[src/hw/rtl/sbuf_pkg.sv]
// Shared constants and types for the ascending sort buffer.
// Depends on nothing; every other file of the block imports it.
`default_nettype none

package sbuf_pkg;

	// Default number of values one set may hold.
	localparam int CAPACITY_DEF = 16;

	// Width of one signed element.
	localparam int VAL_W = 32;

	// Operation that the control logic broadcasts to every cell.
	typedef struct packed {
		logic ins;    // insert the broadcast value at its sorted place
		logic shift;  // move every value one cell toward the head
	} sbuf_ctrl_t;

endpackage

`default_nettype wire

[src/hw/rtl/sbuf_cell.sv]
// One cell of the sorting chain: holds one value and its occupied flag.
// Depends on sbuf_pkg for the element width and the control struct.
`default_nettype none

module sbuf_cell (
	input  wire                                 clk,
	input  wire                                 arst_n,
	input  wire sbuf_pkg::sbuf_ctrl_t           ctrl,
	input  wire logic signed [sbuf_pkg::VAL_W-1:0] new_value,
	input  wire logic signed [sbuf_pkg::VAL_W-1:0] left_value,
	input  wire                                 left_occ,
	input  wire                                 left_gt,
	input  wire logic signed [sbuf_pkg::VAL_W-1:0] right_value,
	input  wire                                 right_occ,
	output logic signed [sbuf_pkg::VAL_W-1:0]   value,
	output logic                                occ,
	output logic                                gt
);
	import sbuf_pkg::*;

	logic signed [VAL_W-1:0] value_q;
	logic                    occ_q;

	// The new value belongs at or before this cell when the cell is empty
	// or holds a strictly greater value.
	assign gt    = !occ_q || (value_q > new_value);
	assign value = value_q;
	assign occ   = occ_q;

	// Occupied flag: an insert fills the first empty cell, a shift empties the tail.
	always_ff @(posedge clk or negedge arst_n) begin
		if (!arst_n) begin
			occ_q <= 1'b0;
		end else if (ctrl.ins) begin
			occ_q <= occ_q | left_occ;
		end else if (ctrl.shift) begin
			occ_q <= right_occ;
		end
	end

	// Value: on insert, a cell that is empty or greater takes the left neighbor's value
	// if it moves right, otherwise the new value, and other cells hold; on shift, take the right neighbor's value.
	always_ff @(posedge clk) begin
		if (ctrl.ins) begin
			if (gt) begin
				value_q <= left_gt ? left_value : new_value;
			end
		end else if (ctrl.shift) begin
			value_q <= right_value;
		end
	end

endmodule

`default_nettype wire

[src/hw/rtl/sort_buffer_ascending.sv]
// Ascending sort buffer: a chain of compare cells keeps the set sorted as it loads.
// Load: one value per cycle; the item flagged last moves the block to drain.
// Drain: the state register switches after the last transfer, then each pop loads the
// output register, one result per cycle while out_ready is high; no input meanwhile.
// Reset clears the fill count, overflow flag and cell occupancy; held values
// are left undefined. Depends on sbuf_pkg and sbuf_cell.
`default_nettype none

module sort_buffer_ascending #(
	parameter int CAPACITY = sbuf_pkg::CAPACITY_DEF
) (
	input  wire                                 clk,
	input  wire                                 arst_n,
	input  wire                                 in_valid,
	output logic                                in_ready,
	input  wire logic signed [sbuf_pkg::VAL_W-1:0] value,
	input  wire                                 last,
	output logic                                out_valid,
	input  wire                                 out_ready,
	output logic signed [sbuf_pkg::VAL_W-1:0]   value_res,
	output logic                                last_res,
	output logic                                dropped
);
	import sbuf_pkg::*;

	localparam int CNT_W = $clog2(CAPACITY + 1);
	localparam logic [CNT_W-1:0] CAP_CNT = CNT_W'(CAPACITY);
	localparam logic [CNT_W-1:0] ONE_CNT = CNT_W'(1);

	localparam logic ST_LOAD  = 1'b0;
	localparam logic ST_DRAIN = 1'b1;

	logic             state_q;
	logic [CNT_W-1:0] count_q;
	logic             ovf_q;
	logic             out_valid_q;
	logic signed [VAL_W-1:0] value_res_q;
	logic             last_res_q;
	logic             dropped_q;

	logic signed [VAL_W-1:0] cell_val [CAPACITY];
	logic [CAPACITY-1:0]     cell_occ;
	logic [CAPACITY-1:0]     cell_gt;

	logic        in_xfer;
	logic        room;
	logic        pop;
	sbuf_ctrl_t  ctrl;

	// Handshake and chain control.
	assign in_ready = (state_q == ST_LOAD);
	assign in_xfer  = in_valid && in_ready;
	assign room     = (count_q != CAP_CNT);
	assign pop      = (state_q == ST_DRAIN) && (!out_valid_q || out_ready);
	assign ctrl.ins   = in_xfer && room;
	assign ctrl.shift = pop;

	// The chain of cells; the head cell sees a full, smaller neighbor on its left.
	for (genvar i = 0; i < CAPACITY; i++) begin : g_cell
		logic signed [VAL_W-1:0] lv;
		logic signed [VAL_W-1:0] rv;
		logic lo;
		logic lg;
		logic ro;
		if (i == 0) begin : g_head
			assign lv = value;
			assign lo = 1'b1;
			assign lg = 1'b0;
		end else begin : g_mid
			assign lv = cell_val[i-1];
			assign lo = cell_occ[i-1];
			assign lg = cell_gt[i-1];
		end
		if (i == CAPACITY - 1) begin : g_tail
			assign rv = '0;
			assign ro = 1'b0;
		end else begin : g_body
			assign rv = cell_val[i+1];
			assign ro = cell_occ[i+1];
		end
		sbuf_cell u_cell (
			.clk         (clk),
			.arst_n      (arst_n),
			.ctrl        (ctrl),
			.new_value   (value),
			.left_value  (lv),
			.left_occ    (lo),
			.left_gt     (lg),
			.right_value (rv),
			.right_occ   (ro),
			.value       (cell_val[i]),
			.occ         (cell_occ[i]),
			.gt          (cell_gt[i])
		);
	end

	// Sequencer: fill count, overflow flag and load/drain state.
	always_ff @(posedge clk or negedge arst_n) begin
		if (!arst_n) begin
			state_q <= ST_LOAD;
			count_q <= '0;
			ovf_q   <= 1'b0;
		end else if (state_q == ST_LOAD) begin
			if (in_xfer) begin
				if (room) begin
					count_q <= count_q + ONE_CNT;
				end else begin
					ovf_q <= 1'b1;
				end
				if (last) begin
					state_q <= ST_DRAIN;
				end
			end
		end else if (pop) begin
			count_q <= count_q - ONE_CNT;
			if (count_q == ONE_CNT) begin
				state_q <= ST_LOAD;
				ovf_q   <= 1'b0;
			end
		end
	end

	// Output register valid flag.
	always_ff @(posedge clk or negedge arst_n) begin
		if (!arst_n) begin
			out_valid_q <= 1'b0;
		end else if (pop) begin
			out_valid_q <= 1'b1;
		end else if (out_ready) begin
			out_valid_q <= 1'b0;
		end
	end

	// Output payload: the head cell's value leaves on each pop.
	always_ff @(posedge clk) begin
		if (pop) begin
			value_res_q <= cell_val[0];
			last_res_q  <= (count_q == ONE_CNT);
			dropped_q   <= ovf_q;
		end
	end

	assign out_valid = out_valid_q;
	assign value_res = value_res_q;
	assign last_res  = last_res_q;
	assign dropped   = dropped_q;

	// The fill count never passes the capacity.
	a_count_bound: assert property (@(posedge clk) disable iff (!arst_n)
		count_q <= CAP_CNT)
		else $error("fill count above capacity");

	// Occupied cells always match the fill count.
	a_occ_count: assert property (@(posedge clk) disable iff (!arst_n)
		$countones(cell_occ) == int'(count_q))
		else $error("cell occupancy disagrees with fill count");

	// Draining never runs on an empty chain.
	a_drain_nonempty: assert property (@(posedge clk) disable iff (!arst_n)
		(state_q == ST_DRAIN) |-> (count_q != '0))
		else $error("drain with empty chain");

	// Popping the final value returns the block to load with the set flagged last.
	a_final_pop: assert property (@(posedge clk) disable iff (!arst_n)
		(pop && count_q == ONE_CNT) |=> (state_q == ST_LOAD) && out_valid && last_res)
		else $error("final pop did not end the set");

endmodule

`default_nettype wire

[config.mk]
export PLATFORM = sky130hd
export DESIGN_NAME = sort_buffer_ascending
export DESIGN_NICKNAME = d
export VERILOG_FILES = /design/src/hw/rtl/sbuf_pkg.sv /design/src/hw/rtl/sbuf_cell.sv /design/src/hw/rtl/sort_buffer_ascending.sv
export SDC_FILE = /design/constraint.sdc
export NUM_CORES = 2
export LEC_CHECK = 0
export BUFFER_PORTS_ARGS = -buffer_cell sky130_fd_sc_hd__buf_2
export CAP_MARGIN = 20
export CORE_ASPECT_RATIO = 1.4
export CORE_MARGIN = 5
export CORE_UTILIZATION = 30
export CTS_CLUSTER_SIZE = 10
export DETAILED_ROUTE_END_ITERATION = 6
export SYNTH_ARGS = -nofsm -noshare
export SYNTH_HDL_FRONTEND = slang
export SYNTH_SLANG_ARGS = --single-unit
[constraint.sdc]
create_clock -name clk -period 6.94 [get_ports clk]
set_clock_uncertainty 0.15 [all_clocks]
set_input_delay 1.041 -clock clk [delete_from_list [all_inputs] [get_ports clk]]
set_output_delay 1.041 -clock clk [all_outputs]
set_load 0.05 [all_outputs]
# Word-level counts from Yosys, hierarchy flattened
# Cells that the tools add are included.
[totals]
reg_bits = 570
inputBits = 37
wordCells = 264
[op_classes]
addsub = 2
n_lt_le_gt_ge = 16
eq_ne = 21
n_mux = 111
bitwise_logic = 16
n_reduce_logical = 59
[op_table]
columns = ["operator", "n"]
rows = [
  ["2-to-1 mux 32 bit", 63],
  ["> comparator 32 bit", 16],
  ["2-to-1 mux 1 bit", 44],
  ["!= test 2 x 1 -> 1 bit (second input constant)", 18],
  ["AND reduction 2 bit", 16],
  ["2-to-1 mux 5 bit", 4],
  ["logical NOT 1 bit", 17],
  ["logical OR 1 bit", 17],
  ["bitwise OR 1 bit", 15],
  ["nonzero test 2 bit", 4],
  ["adder 5 x 1 -> 5 bit (second input constant)", 1],
  ["== test 5 x 1 -> 1 bit (second input constant)", 1],
  ["!= test 5 bit (second input constant)", 1],
  ["subtractor 5 x 1 -> 5 bit (second input constant)", 1],
  ["AND reduction 4 bit", 1],
  ["logical AND 1 bit", 3],
  ["AND reduction 3 bit", 1],
  ["!= test 2 bit (second input constant)", 1],
  ["NOT 1 bit", 1],
]

# Depth between registers and ports, before layout
[depth]
word_depth = 5
ltp_mapped = 11

# Hierarchy
# Synthesis repeated with hierarchy kept, for this count alone.
[hier_totals]
hier_cells = 4275
area_unflattened_um2 = 41725.0
[modules_own_cells]
columns = ["mod", "n_inst", "cells_per_inst", "area_each_um2"]
rows = [
  ["sbuf_cell", 16, 262, 2511.2],
  ["sort_buffer_ascending", 1, 83, 1546.5],
]

# Worst setup path after synthesis
# OpenSTA, ideal clock, no wires.
[synth_timing]
kind = "input-to-reg"
from = "in value[18] in the netlist's numbering"
to = "reg g_cell[1].u_cell.value_q[0], enable pin"
setup_ps = 466
arrival_ps = 5280
required_ps = 6324
path_slack_ps = 1045
cell_stages = 11
path_cell_list = "inv_1 -> ha_1 -> nand4_1 -> nor4_2 -> nor4b_2 -> o31a_1 -> nor3_1 -> or2_1 -> buf_2 -> buf_6 -> o21ai_0"
[synth_between]
elab_chain_len = 4
[synth_rtl]
columns = ["element", "line_no", "source"]
rows = [
  ["start: declaration", "sort_buffer_ascending.sv:16", "input wire logic signed [sbuf_pkg::VAL_W-1:0] value,"],
  ["> comparator 32 bit", "sbuf_cell.sv:26", "assign gt = !occ_q || (value_q > new_value);"],
  ["logical OR 1 bit", "sbuf_cell.sv:26", ""],
  ["!= test 2 x 1 -> 1 bit (no line)", "n/a", ""],
  ["AND reduction 2 bit (no line)", "n/a", ""],
  ["end signal: assignment", "sbuf_cell.sv:46", "value_q <= left_gt ? left_value : new_value;"],
  ["end signal: assignment", "sbuf_cell.sv:49", "value_q <= right_value;"],
  ["end: declaration", "sbuf_cell.sv:21", "logic signed [VAL_W-1:0] value_q;"],
]
# Every way passes these cells.
# A chain may end at the register's enable or synchronous reset.

# Worst setup path after layout
[layout_timing]
from = "in value[23] in the netlist's numbering"
to = "reg g_cell[1].u_cell.value_q[5], enable pin"
# Same word-level chain as after synthesis.

==> impl_metrics.yaml <==
status:
  outcome: "finished, violations left"
  violations: "DRC"
final_layout:
  final_cells: 5657
  fin_util_pct: 33.5
  syn2layout_area_growth_pct: 10.9
  fill_cells: 13100
  finalInstanceArea_mm2: 0.0433
  fin_nets: 4425
  drive_above_1_share_pct: 7.95
drt:
  num_vias: 33100
  avgViaCountPerCell: 5.85
  antenna_left: 0
  firstDrtPassIters: 7
  wl_um: 133000
  wl_per_cell_um: 23.5
  drt_iter0_drc: 2859
  drc: 1
die:
  fp.dieH_um: 437
  fp.coreArea_mm2: 0.129
  die_w_um: 315
  rows: 156
  ios: 73
  die_area_mm2: 0.137
  initial_core_util_pct: 30.2
cts:
  clkSinkCount: 570
  cts-buffers-inserted: 68
  ctsRootBufferMaster: "clkbuf_16"
  cts_post_setup_buffers_inserted: 0
  clk_path_buf_depth: 3
  clk_latency_ps: 650
  holdBufCountCts: 0
  cts_resized: 0
  h-tree-depth: 3
  cts_tree: "yes"
  clkTransAtPathRegs_ps: 50
worst_setup_path:
  critPathLaunchType: "input pin"
  crit_slowest_cell: "nor4_2"
  crit_path_max_fanout: 22
  cpPeakStageDelay_ps: 710
  crit_buf_inv: 3
  cp_top_family: "simple AND/OR/NAND/NOR gates"
  crit_type: "in2reg"
  cp-end-kind: "flip-flop"
  arrival_ps: 5530
  worstPathRequired_ps: 7130
  cp_cell_sequence: "buf_2, inv_1, ha_1, nand4_1, nor4_2, nor4b_2, o31a_1, nor3_2, or2_1, o21ai_4, buf_4"
yosys:
  ys_types: 59
  ys.flop_type: "edfxtp_1"
  synthTopCellsByArea: "edfxtp_1, ha_1, o211ai_1"
  yosys_warnings: 0
  ys_ff_latch: 570
  synth_area_mm2: 0.0390
  syn_area_per_cell_um2: 9.94
  synth_edf_count: 546
  synth_most_common_cell: "nand2_1"
  synth_nets: 4477
  synth_top_cell_by_area: "edfxtp_1"
  yosys-top-cells-count: "nand2_1, edfxtp_1, ha_1, nand4_1, o211ai_1"
  ys_seq_area_share_pct: 43.6
  synth_cells: 3925
  synth_top_cell_area_share_pct: 42.0
  async_flop_share_pct: 4.21
pwr:
  peakVddDrop_v: 0.000208
  power_density_mw_per_mm2: 441
  finalPower_mw: 19.1
  power_leakage_nw: 16.7
run:
  maxCapViolCount: 0
sta:
  worst_slew_pin_slew_ps: 1020
  rsz0062_at_grt: "false"
  fmax_mhz: 187
  period_share_pct: 77.0
  timing_hold_violations_final: 0
  max-slew-margin-rel_pct: 31.1
  finalSetupViolCount: 0
  tns_ps: 0
  min_period_ps: 5340
  slew_violations: 0
global_routing:
  top_usage_layer: "met2"
  grtUsageTotal_pct: 18.7
  antenna_found_initial: 7
  grt_max_degree: 174
  grt_util_met3_pct: 1.95
  grt_use_met1_pct: 20.2
  grt_pass1_vias: 33600
  grt_util_met2_pct: 33.8
  grt_pass1_wl_um: 203000
  gr-total-overflow: 0
placed_design:
  postPlaceCellArea_mm2: 0.0413
  port_buffers: 72
  place_hpwl_um: 100000
  placedCellCount: 5541
  gp_congestion: 0.943
hold_path:
  holdCritPathClass: "in2async"
[sequential cells by signal (all words and copies together) (netlist names)]
| name | cells |
|---|---|
| count_q | 5 |
| dropped | 1 |
| g_cell.u_cell.value | 512 |
| last_res | 1 |
| state_q | 1 |
| out_valid | 1 |
| value_res | 32 |
| ovf_q | 1 |
| g_cell.u_cell.occ | 16 |
[area by class of cell]
| cell class | instances | area (um^2) | area share, % |
|---|---|---|---|
| multi-input cells | 2976 | 20600 | 47.6 |
| flip-flops and latches | 570 | 17000 | 39.3 |
| well taps | 1738 | 2170 | 5.03 |
| clock buffers | 104 | 1920 | 4.44 |
| repair buffers | 169 | 1160 | 2.67 |
| inverters | 88 | 332 | 0.766 |
| clock inverters | 6 | 62.6 | 0.145 |
| diodes | 6 | 15.0 | 0.0347 |
[cells by family after synthesis]
group | share of synthesized area [%]
buffers and inverters | 4.03
adder cells (fa/ha/maj) | 16.5
AO/OA/AOI/OAI | 16.6
multiplexers | 0.847
AND/OR/NAND/NOR | 18.3
flip-flops | 43.6
XOR/XNOR | 0.112
[layout by cell type, fill, tap and decap left out, drive strengths merged, types with 24 or more instances in the layout]
cell type and count:
o211ai 406, a221oi 25, mux2i 33, dfrtp 24
nor2 38, clkbuf 104, a31o 32, nand3 127
o31ai 34, nand4 462, a21o 41, ha 515
nor4 25, edfxtp 546, a21oi 221, o21ai 92
inv 90, nor3 25, buf 169, nand2 732
[per-stage QoR]
stage               hold WS [ps]  worst slack (ps)
CTS                          300              1620
floorplan                    275              1040
global route                 339              1700
global placement             285               927
finish                       301              1600
detailed placement           298               941
[routing by layer]
layer / share of wire, % / wire length, um
met3: 4.5 / 6050
met4: 8.0 / 10700
met2: 51 / 68100
met1: 36 / 48300
met5: 0.0053 / 7
[power by group]
part,internal [mW],switching [mW],total [mW]
clock network,1.90,1.50,3.40
registers,6.50,1.62,8.12
logic,2.90,4.67,7.57
[final timing paths]
path	from	to	cells after the start	slack, ps
hold reg to reg	ovf_q	dropped	0	310
setup reg to reg	g_cell[1].u_cell.value[23]	g_cell[1].u_cell.value[5]	9	2240
hold / removal	arst_n	count_q[4]	1	300
setup / recovery	value[23]	g_cell[1].u_cell.value[5]	11	1600
min in group clk	ovf_q	dropped	0	310
max in group asynchronous	arst_n	g_cell[1].u_cell.occ	1	5780
(Power assumes the default switching activity.)
